===== config.mk =====
export PLATFORM = sky130hd
export DESIGN_NAME = sorted_merged_range_set_flat
export DESIGN_NICKNAME = d
export VERILOG_FILES = /design/src/smrs_pkg.sv /design/src/smrs_if.sv /design/src/sorted_merged_range_set.sv /design/src/flat_wrapper.sv
export SDC_FILE = /design/constraint.sdc
export NUM_CORES = 2
export LEC_CHECK = 0
export BUFFER_PORTS_ARGS = -buffer_cell sky130_fd_sc_hd__clkbuf_2
export CAP_MARGIN = 20
export CORE_MARGIN = 1
export CORE_UTILIZATION = 63
export DETAILED_ROUTE_END_ITERATION = 8
export MAX_ROUTING_LAYER = met4
export PLACE_DENSITY = 0.86
export SETUP_SLACK_MARGIN = 0.02
export SLEW_MARGIN = 5
export SYNTH_ARGS = -nofsm -noshare
export SYNTH_HDL_FRONTEND = slang
export SYNTH_SLANG_ARGS = --single-unit

===== constraint.sdc =====
create_clock -name clk -period 26 [get_ports clk]
set_clock_uncertainty 0.05 [all_clocks]
set_input_delay 2.6 -clock clk [delete_from_list [all_inputs] [get_ports clk]]
set_output_delay 2.6 -clock clk [all_outputs]
set_load 0.01 [all_outputs]

===== src/smrs_pkg.sv =====
// Shared widths, operation and status codes, and the stored span type of the range set.
package smrs_pkg;

	localparam int unsigned FUNC_W   = 2;
	localparam int unsigned ADDR_W   = 64;
	localparam int unsigned IDX_W    = 4;
	localparam int unsigned STATUS_W = 2;
	localparam int unsigned COUNT_W  = 5;

	typedef enum logic [FUNC_W-1:0] {
		FUNC_INSERT = 2'd0,
		FUNC_READ   = 2'd1,
		FUNC_CLEAR  = 2'd2
	} func_t;

	typedef enum logic [STATUS_W-1:0] {
		ST_OK        = 2'd0,
		ST_BAD_RANGE = 2'd1,
		ST_FULL      = 2'd2,
		ST_BAD_INDEX = 2'd3
	} status_t;

	// One held range as kept in the table: base and exclusive end.
	typedef struct packed {
		logic [ADDR_W-1:0] base;
		logic [ADDR_W-1:0] last_end;
	} span_t;

endpackage


===== src/smrs_if.sv =====
// Request and response channel interfaces of the range set.
interface smrs_req_if
	import smrs_pkg::*;
();
	logic                valid;
	logic                ready;
	logic [FUNC_W-1:0]   func;
	logic [ADDR_W-1:0]   range_base;
	logic [ADDR_W-1:0]   range_length;
	logic [IDX_W-1:0]    read_index;

	modport source (output valid, func, range_base, range_length, read_index, input ready);
	modport sink   (input valid, func, range_base, range_length, read_index, output ready);
endinterface

interface smrs_rsp_if
	import smrs_pkg::*;
();
	logic                valid;
	logic                ready;
	logic [STATUS_W-1:0] status;
	logic [COUNT_W-1:0]  entry_count;
	logic [ADDR_W-1:0]   entry_base;
	logic [ADDR_W-1:0]   entry_length;

	modport source (output valid, status, entry_count, entry_base, entry_length, input ready);
	modport sink   (input valid, status, entry_count, entry_base, entry_length, output ready);
endinterface


===== src/sorted_merged_range_set.sv =====
// Top level of the sorted merged range set: span table memory and insert/read sequencer.
//
//  channel | dir | beat contents
//  --------+-----+------------------------------------------------------------
//  req     | in  | func, range_base, range_length, read_index
//  rsp     | out | status, entry_count, entry_base, entry_length
//
// Insert into a non-empty table makes one streaming pass over the table memory, one
// entry per cycle through its single read port, except for the step in which the new
// span is taken into the stream in sort order. Insert into an empty table skips the
// pass and folds only the new span. Read addresses the table and registers the entry;
// clear and rejected inserts go straight to the result.
// Reset clears the count; table contents are never cleared, only rewritten.
// A request is taken only while the sequencer is idle; a result waits in the
// output register while the next request is already accepted.
module sorted_merged_range_set
	import smrs_pkg::*;
#(
	parameter int unsigned CAPACITY = 16
) (
	input  logic       clk,
	input  logic       arst_n,
	smrs_req_if.sink   req,
	smrs_rsp_if.source rsp
);

	localparam int unsigned AW = (CAPACITY > 1) ? $clog2(CAPACITY) : 1;
	localparam int unsigned CW = $clog2(CAPACITY + 1);

	typedef enum logic [2:0] {
		S_IDLE,
		S_PRIME,
		S_PROC,
		S_TAIL,
		S_FLUSH,
		S_RDADDR,
		S_RDDATA,
		S_DONE
	} state_t;

	state_t state_q;

	// table memory and its registered read data
	span_t mem [CAPACITY];
	span_t rd_q;

	logic [CW-1:0]     count_q;
	logic [CW-1:0]     i_q;
	logic [CW-1:0]     w_q;
	logic [IDX_W-1:0]  idx_q;
	logic [ADDR_W-1:0] n_base_q;
	logic [ADDR_W-1:0] n_end_q;
	logic              n_used_q;
	logic [ADDR_W-1:0] acc_base_q;
	logic [ADDR_W-1:0] acc_end_q;
	logic              acc_vld_q;

	status_t           res_status_q;
	logic [ADDR_W-1:0] res_base_q;
	logic [ADDR_W-1:0] res_len_q;

	logic              ovld_q;
	status_t           o_status_q;
	logic [COUNT_W-1:0] o_count_q;
	logic [ADDR_W-1:0] o_base_q;
	logic [ADDR_W-1:0] o_len_q;

	logic              x_valid;
	logic              x_is_new;
	span_t             x;
	logic              joins;
	logic              advance;
	logic              more;
	logic [CW-1:0]     i_next;
	logic              rd_en;
	logic [AW-1:0]     rd_addr;
	logic              wr_en;
	logic [AW-1:0]     wr_addr;
	span_t             wr_data;
	logic              accept;
	logic              bad_range;
	logic              full;
	logic              idx_ok;
	logic [ADDR_W-1:0] req_end;

	assign accept    = req.valid && req.ready;
	assign req.ready = (state_q == S_IDLE);
	assign req_end   = req.range_base + req.range_length;
	assign bad_range = (req.range_length == '0) || (req.range_base > ~req.range_length);
	assign full      = (count_q >= CW'(CAPACITY));
	assign idx_ok    = (32'(req.read_index) < 32'(count_q));

	// next span of the merged sorted stream and how it folds into the accumulator
	always_comb begin
		i_next   = i_q + CW'(1);
		x_is_new = !n_used_q && ((state_q == S_TAIL) ||
			(state_q == S_PROC && n_base_q <= rd_q.base));
		x_valid  = (state_q == S_PROC) || (state_q == S_TAIL && !n_used_q);
		x        = x_is_new ? span_t'{base: n_base_q, last_end: n_end_q} : rd_q;
		joins    = acc_vld_q && (x.base <= acc_end_q);
		advance  = (state_q == S_PROC) && !x_is_new;
		more     = (i_next < count_q);

		wr_en    = (x_valid && !joins && acc_vld_q) || (state_q == S_FLUSH);
		wr_addr  = w_q[AW-1:0];
		wr_data  = '{base: acc_base_q, last_end: acc_end_q};

		rd_en    = (state_q == S_PRIME) || (state_q == S_RDADDR) || (advance && more);
		case (state_q)
			S_RDADDR: rd_addr = AW'(idx_q);
			S_PRIME:  rd_addr = '0;
			default:  rd_addr = i_next[AW-1:0];
		endcase
	end

	// table memory: one write and one registered read per cycle
	always_ff @(posedge clk) begin
		if (wr_en) begin
			mem[wr_addr] <= wr_data;
		end
		if (rd_en) begin
			rd_q <= mem[rd_addr];
		end
	end

	// sequencer, accumulator and output register
	always_ff @(posedge clk or negedge arst_n) begin
		if (!arst_n) begin
			state_q   <= S_IDLE;
			count_q   <= '0;
			ovld_q    <= 1'b0;
			acc_vld_q <= 1'b0;
			n_used_q  <= 1'b0;
			i_q       <= '0;
			w_q       <= '0;
		end else begin
			// output valid: load a finished result, drop a taken one
			if (state_q == S_DONE && (!ovld_q || rsp.ready)) begin
				ovld_q <= 1'b1;
			end else if (rsp.ready) begin
				ovld_q <= 1'b0;
			end

			// fold the current stream span
			if (x_valid) begin
				if (x_is_new) begin
					n_used_q <= 1'b1;
				end
				if (joins) begin
					if (x.last_end > acc_end_q) begin
						acc_end_q <= x.last_end;
					end
				end else begin
					acc_base_q <= x.base;
					acc_end_q  <= x.last_end;
					acc_vld_q  <= 1'b1;
					if (acc_vld_q) begin
						w_q <= w_q + CW'(1);
					end
				end
			end

			case (state_q)
				S_IDLE: begin
					if (accept) begin
						res_status_q <= ST_OK;
						res_base_q   <= '0;
						res_len_q    <= '0;
						idx_q        <= req.read_index;
						n_base_q     <= req.range_base;
						n_end_q      <= req_end;
						n_used_q     <= 1'b0;
						acc_vld_q    <= 1'b0;
						i_q          <= '0;
						w_q          <= '0;
						state_q      <= S_DONE;
						case (func_t'(req.func))
							FUNC_INSERT: begin
								if (bad_range) begin
									res_status_q <= ST_BAD_RANGE;
								end else if (full) begin
									res_status_q <= ST_FULL;
								end else if (count_q == '0) begin
									state_q <= S_TAIL;
								end else begin
									state_q <= S_PRIME;
								end
							end
							FUNC_READ: begin
								if (idx_ok) begin
									state_q <= S_RDADDR;
								end else begin
									res_status_q <= ST_BAD_INDEX;
								end
							end
							FUNC_CLEAR: begin
								count_q <= '0;
							end
							default: begin
							end
						endcase
					end
				end
				S_PRIME: begin
					state_q <= S_PROC;
				end
				S_PROC: begin
					if (advance) begin
						if (more) begin
							i_q <= i_next;
						end else begin
							state_q <= S_TAIL;
						end
					end
				end
				S_TAIL: begin
					state_q <= S_FLUSH;
				end
				S_FLUSH: begin
					count_q <= w_q + CW'(1);
					state_q <= S_DONE;
				end
				S_RDADDR: begin
					state_q <= S_RDDATA;
				end
				S_RDDATA: begin
					res_base_q <= rd_q.base;
					res_len_q  <= rd_q.last_end - rd_q.base;
					state_q    <= S_DONE;
				end
				S_DONE: begin
					if (!ovld_q || rsp.ready) begin
						o_status_q <= res_status_q;
						o_count_q  <= COUNT_W'(count_q);
						o_base_q   <= res_base_q;
						o_len_q    <= res_len_q;
						state_q    <= S_IDLE;
					end
				end
				default: begin
					state_q <= S_IDLE;
				end
			endcase
		end
	end

	assign rsp.valid        = ovld_q;
	assign rsp.status       = o_status_q;
	assign rsp.entry_count  = o_count_q;
	assign rsp.entry_base   = o_base_q;
	assign rsp.entry_length = o_len_q;

endmodule

===== src/flat_wrapper.sv =====
// flat-port wrapper written by rule: the top's interface ports become plain ports
module sorted_merged_range_set_flat import smrs_pkg::*;
#(
	parameter int unsigned CAPACITY = 16
)
  (clk, arst_n, req_valid, req_func, req_range_base, req_range_length, req_read_index, req_ready, rsp_valid, rsp_status, rsp_entry_count, rsp_entry_base, rsp_entry_length, rsp_ready);
  smrs_req_if req_i ();
  smrs_rsp_if rsp_i ();
  input  logic clk;
  input  logic arst_n;
  input wire logic [$bits(req_i.valid)-1:0] req_valid;
  input wire logic [$bits(req_i.func)-1:0] req_func;
  input wire logic [$bits(req_i.range_base)-1:0] req_range_base;
  input wire logic [$bits(req_i.range_length)-1:0] req_range_length;
  input wire logic [$bits(req_i.read_index)-1:0] req_read_index;
  output wire logic [$bits(req_i.ready)-1:0] req_ready;
  output wire logic [$bits(rsp_i.valid)-1:0] rsp_valid;
  output wire logic [$bits(rsp_i.status)-1:0] rsp_status;
  output wire logic [$bits(rsp_i.entry_count)-1:0] rsp_entry_count;
  output wire logic [$bits(rsp_i.entry_base)-1:0] rsp_entry_base;
  output wire logic [$bits(rsp_i.entry_length)-1:0] rsp_entry_length;
  input wire logic [$bits(rsp_i.ready)-1:0] rsp_ready;
  assign req_i.valid = req_valid;
  assign req_i.func = req_func;
  assign req_i.range_base = req_range_base;
  assign req_i.range_length = req_range_length;
  assign req_i.read_index = req_read_index;
  assign req_ready = req_i.ready;
  assign rsp_valid = rsp_i.valid;
  assign rsp_status = rsp_i.status;
  assign rsp_entry_count = rsp_i.entry_count;
  assign rsp_entry_base = rsp_i.entry_base;
  assign rsp_entry_length = rsp_i.entry_length;
  assign rsp_i.ready = rsp_ready;
  sorted_merged_range_set #(.CAPACITY(CAPACITY)) u_core (.clk(clk), .arst_n(arst_n), .req(req_i), .rsp(rsp_i));
endmodule

Yosys cells after proc, flatten, opt, wreduce, memory -nomap -nowiden
Memory sizes are Yosys's and may differ from the RTL's. A register that Yosys moved wholly into a read port is not among the register bits. Index checks and enable logic that the tools add are counted.

$add $sub $neg: 4. Order comparisons: 7. Eq/ne operators: 16. Muxes and demuxes: 45. Bitwise operators: 2. Reductions and logical operators: 38.

Operators by type and width (count): 64-bit case mux with 2 select lines (2); 64-bit two-way mux (3); 64-bit greater-than comparator (2); 64-bit <= comparator (2); 128-bit two-way mux (1); 64-bit adder (1); 64-bit logical NOT (1); 64-bit NOT (1); 64-bit subtractor (1); 5-bit two-way mux (10); 3-bit case mux with 7 select lines (1); 5-bit case mux with 2 select lines (2); 3-bit two-way mux (6); 3-bit AND reduction (6); 3-bit equality test, second input constant (4); 1-bit two-way mux (12); 5-bit by 1-bit adder with 5-bit output, second input constant (2); 1-bit logical AND (10); 2-bit two-way mux (5); 2-bit inequality test, second input constant (5); 4-bit case mux with 2 select lines (1); 4-bit AND reduction (2); 2-bit nonzero test (4); 1-bit logical OR (7); 16 further kinds (21).

Register bits after elaboration: 546. RAM bits: 2048. Bits of input ports: 138. Output and inout port bits: 137. Logic and storage cells: 132. Memories: 1.

Memory list: u_core.mem (words 16, bits a word 128, rd ports 1, clocked after memory_dff 1, write ports 1, RTL line sorted_merged_range_set.sv:44) `span_t mem [CAPACITY];`.

Depth between registers and ports, before layout
Word-level depth: 13. Gate-level depth with buffers: 26. Gate-level depth less buffers: 23.

Worst setup path after synthesis
No wires, ideal clock.

Path kind: register to register. From: register u_core.n_base_q[57]. To: memory u_core.mem[1][0] (netlist bit) (enable). Setup time: 0.973 ns. Arrival time: 17.703 ns. Required time: 24.977 ns. Slack: 7.274 ns. Stages on the path, launching flop included: 22. Path buffers: 3. Period minus slack after synthesis: 18.726 ns. Cells stage by stage: edfxtp_1 ha_1 nand4_1 nor4_1 nand4_1 o2111ai_1 nor3_1 o31ai_1 buf_2 buf_4 mux2_2 ha_1 nand4_1 or3_1 nor3_1 a211oi_1 o221ai_1 a211oi_1 a21oi_1 a21oi_1 buf_2 nor4b_1.

RTL lines: from (decl) (RTL line sorted_merged_range_set.sv:51) `logic [ADDR_W-1:0] n_base_q;`; from (signal assigned) (RTL line sorted_merged_range_set.sv:170) `n_base_q <= req.range_base;`; to (decl) (RTL line sorted_merged_range_set.sv:44).

==> results.md <==
- Die area: around 190000 sq um
- Fmax: 99.49 MHz
- Worst Setup End Kind: register
- Max clock buf depth: 4
- Commonest non-fill, non-tap cell in the layout: edfxtp_1
- Async set-or-reset flop fraction in the synthesized netlist: less than 1%
- Largest delay contributor family on the critical path: buffers and inverters
- Total nets after synthesis: between 9000 and 10000
- Outcome: finished with violations
- Vias in the first global route: 76710
- DRT iter0 DRCs: 13600
- Inserted Clock Buffers: roughly 280
- YS warnings: 0
- Sequential cell area: 81630 sq um
- IO buf count: 274
- Drt drc: 18
- First-pass GRT wire length: around 510 mm
- Clk root buf: clkbuf_16
- Skew-Pair Late Insertion Delay: 950 ps
- Post-CTS Resized: 0
- Worst EP required: 26450 ps
- Antenna violation net count after detailed routing: 0
- RSZ-0062 raised after global routing: false
- Core Area: 181500 sq um
- Final wirelength: around 360 mm
- Commonest cells after routing, fill and taps aside: edfxtp_1 (2701), nand2_1 (2201), nand3_1 (571)
- CTS tree: done
- Failing checks: DRC
- Static Leak: between 40 and 50 nW
- Top cell type's share of synthesized area: between 70% and 80%
- Top Usage Layer GRT: met2
- Worst path max stage delay: 980 ps
- DR vias/cell: 6.873
- Worst Hold Class: reg -> reg
- Final core utilization: 70.49%
- Initial Util: a little under two thirds
- Clk sinks: approximately 2700
- M2 GR Usage: 59.28%
- CP dominant cell by count: buf_4
- Rows: 156
- Largest net degree at the start of global routing: 174
- Final hold vios: 0
- Min Hold Slack: 330.3 ps
- Final min period: 10050 ps
- Setup crit start kind: register
- Worst-Margin Slew: between 1000 and 1500 ps
- Peak VDD IR: between 200 and 250 uV
- Final TNS setup: 0 ps
- Drt wl/cell: 30.75 um
- Vias: 79500
- CP Max Fanout: 56
- CP bufs+invs: 7
- Top post-synthesis cells by area: edfxtp_1 (70%), nand2_1 (7.2%), ha_1 (3.6%)
- I/O Pins: 275
- H-tree levels: 5
- Final nets: ~9500
- Register area share after synthesis: between 70% and 80%
- Crit path kind: reg -> reg
- Die height: between 400 and 500 um
- Final Cycle Share: just under 40%
- Buffer count from post-CTS setup fixing: 0
- Pwr dens: roughly 140 nW/um^2
- Crit-path slowest cell: buf_4
- Total Routing Usage GR: just under 40%
- Synthesis-to-finish area growth: 10.76%
- Distinct cells, synth: 78
- Post-detail-place hpwl: ~220 mm
- DRT Pass-1 Iters: 9
- Area of the multi-input gates: 31560 sq um
- Primary FF master, synth: edfxtp_1
- Share of layout cells above drive strength 1: 10.21%
- GP Congestion: 0.9957
- CTS clk-pin slew, worst paths: ~70 ps
- Slew margin rel.: 9.929%
- Cell taking the most area after synthesis: edfxtp_1
- CTS Hold Bufs: 0
- Worst path arrival time: roughly 11000 ps
- Synthesized instance count: 8821
- Max Cap Violations: 0
- Met1 Usage GRT: 48.92%
- Post-synth EDFFs: roughly 2700
- Final setup fails: 0
- Mapped Area: 115500 sq um
- Die width: 430.2 um
- Gr ovfl total: 0
- FF+latch count, synth: 2722
- Slew Limit Fails: 0
- FILL cells: 11100
- Initial antenna violation count: 33
- Met3 Use GR: around 8.4%
- Syn Area/Cell: 13.10 sq um
registers in the layout, summed over array words and instances (netlist names), 2 cells and up:
register	count
u_core.state_q	3
u_core.res_base_q	64
u_core.acc_base_q	64
u_core.i_q	5
u_core.w_q	5
u_core.n_end_q	64
u_core.rsp.entry_count	5
u_core.idx_q	4
u_core.res_len_q	64
u_core.mem	2048
u_core.acc_end_q	64
u_core.rd_q	128
u_core.rsp.status	2
u_core.n_base_q	64
u_core.res_status_q	2
u_core.count_q	5
u_core.rsp.entry_base	64
u_core.rsp.entry_length	64
worst reg2reg max path: stages (launching register included):
cell	delay [ps]
edfxtp_1	420
ha_1	320
nand4_1	170
nor4_1	760
nand4_1	170
o2111ai_1	210
nor3_1	110
o31ai_4	250
buf_4	510
buf_4	770
mux2_2	550
ha_1	300
nand4_1	240
inv_1	130
a221oi_1	130
o21ai_0	210
nand2_1	110
a21oi_1	350
a211oi_1	190
a21oi_1	530
a21oi_2	60
buf_4	270
nor4bb_4	290
buf_4	670
buf_4	990
buf_4	790
cell usage after synthesis (5+ instances only):
cell	count
and2_1	10
inv_1	178
buf_2	30
nand4_1	77
nor4b_1	8
buf_4	9
and3_1	278
a21boi_0	5
nor4_1	29
nand2b_1	26
o22ai_1	5
a21oi_1	309
nand3_1	572
o31ai_1	6
a31o_2	6
ha_1	332
nand2_1	2201
mux2i_1	11
xor2_1	51
clkbuf_1	441
o31a_1	5
dfrtp_1	21
buf_1	29
nor2b_1	31
a31oi_1	152
a311oi_1	380
nor2_1	201
a221oi_1	5
nor4bb_1	5
o21bai_1	28
o211ai_1	15
edfxtp_1	2701
and4_1	8
o21ai_0	97
mux2_2	126
nor3_1	56
o21ai_1	6
o21a_1	40
a211o_1	7
or3_1	7
nor3b_1	12
a211oi_1	17
a21o_1	170
xnor2_1	62
per-stage QoR:
stage	setup WS, ps	cell area [sq um]	power (mW)	std cells
floorplan	7274	115500	10.55	8821
global placement	16380	119200	12.89	11080
detailed placement	16240	119200	13.08	11080
CTS	16130	127900	17.02	11550
global route	15720	128000	17.86	11560
finish	15950	128000	17.29	11570
report_power, final:
part | leakage [nW] | switching, mW | internal (mW)
Clock | 4.20 | 1.66 | 2.25
Combinational | 17.2 | 5.07 | 2.07
Sequential | 24.7 | 0.521 | 5.71
cell families (layout without fill, tap and decap cells):
| logic type | Yosys count | after routing | synth area share (%) |
|---|---|---|---|
| compound gates | 1295 | 1295 | 7.897 |
| xor+xnor | 113 | 113 | 0.8567 |
| fa+ha+maj | 334 | 334 | 3.630 |
| buf+inv | 688 | 1044 | 2.304 |
| flops | 2722 | 2722 | 70.66 |
| mux | 137 | 137 | 1.323 |
| other cells | 0 | 20 | 0 |
| simple gates | 3532 | 3532 | 13.33 |
path summary, 6_finish.rpt:
| path | from | to | slack, ps | cells past startpoint |
|---|---|---|---|---|
| setup / recovery | u_core.n_base_q[51]$_DFFE_PP_ | u_core.mem[7][2]$_DFFE_PP_ | 15950 | 25 |
| setup reg to reg | u_core.n_base_q[51]$_DFFE_PP_ | u_core.mem[7][2]$_DFFE_PP_ | 15950 | 25 |
| max in group asynchronous | arst_n | u_core.w_q[2]$_DFF_PN0_ | 23890 | 2 |
| min in group asynchronous | arst_n | u_core.state_q[0]$_DFFE_PN0P_ | 1640 | 2 |
| hold reg to reg | u_core.res_len_q[4]$_SDFFCE_PP0P_ | u_core.rsp.entry_length[4]$_DFFE_PP_ | 330 | 0 |
| hold / removal | u_core.res_len_q[4]$_SDFFCE_PP0P_ | u_core.rsp.entry_length[4]$_DFFE_PP_ | 330 | 0 |
layout make-up:
| class | instances | share of cell area (%) |
|---|---|---|
| Sequential cell | 2722 | 63.80 |
| Inverter | 178 | 0.5221 |
| Timing Repair Buffer | 395 | 1.899 |
| Clock inverter | 120 | 0.8927 |
| Tap cell | 2370 | 2.317 |
| Clock buffer | 351 | 5.875 |
| Multi-Input combinational cell | 5411 | 24.66 |
| Antenna cell | 20 | 0.03911 |
metal layers:
layer | vias up | share of wire (%)
li1 | 33260 | -
met1 | 38460 | 34
met2 | 6592 | 46
met3 | 1189 | 13
met4 | 0 | 6.9
met5 | - | 0
Note: power is estimated with default switching activity, not from simulation.
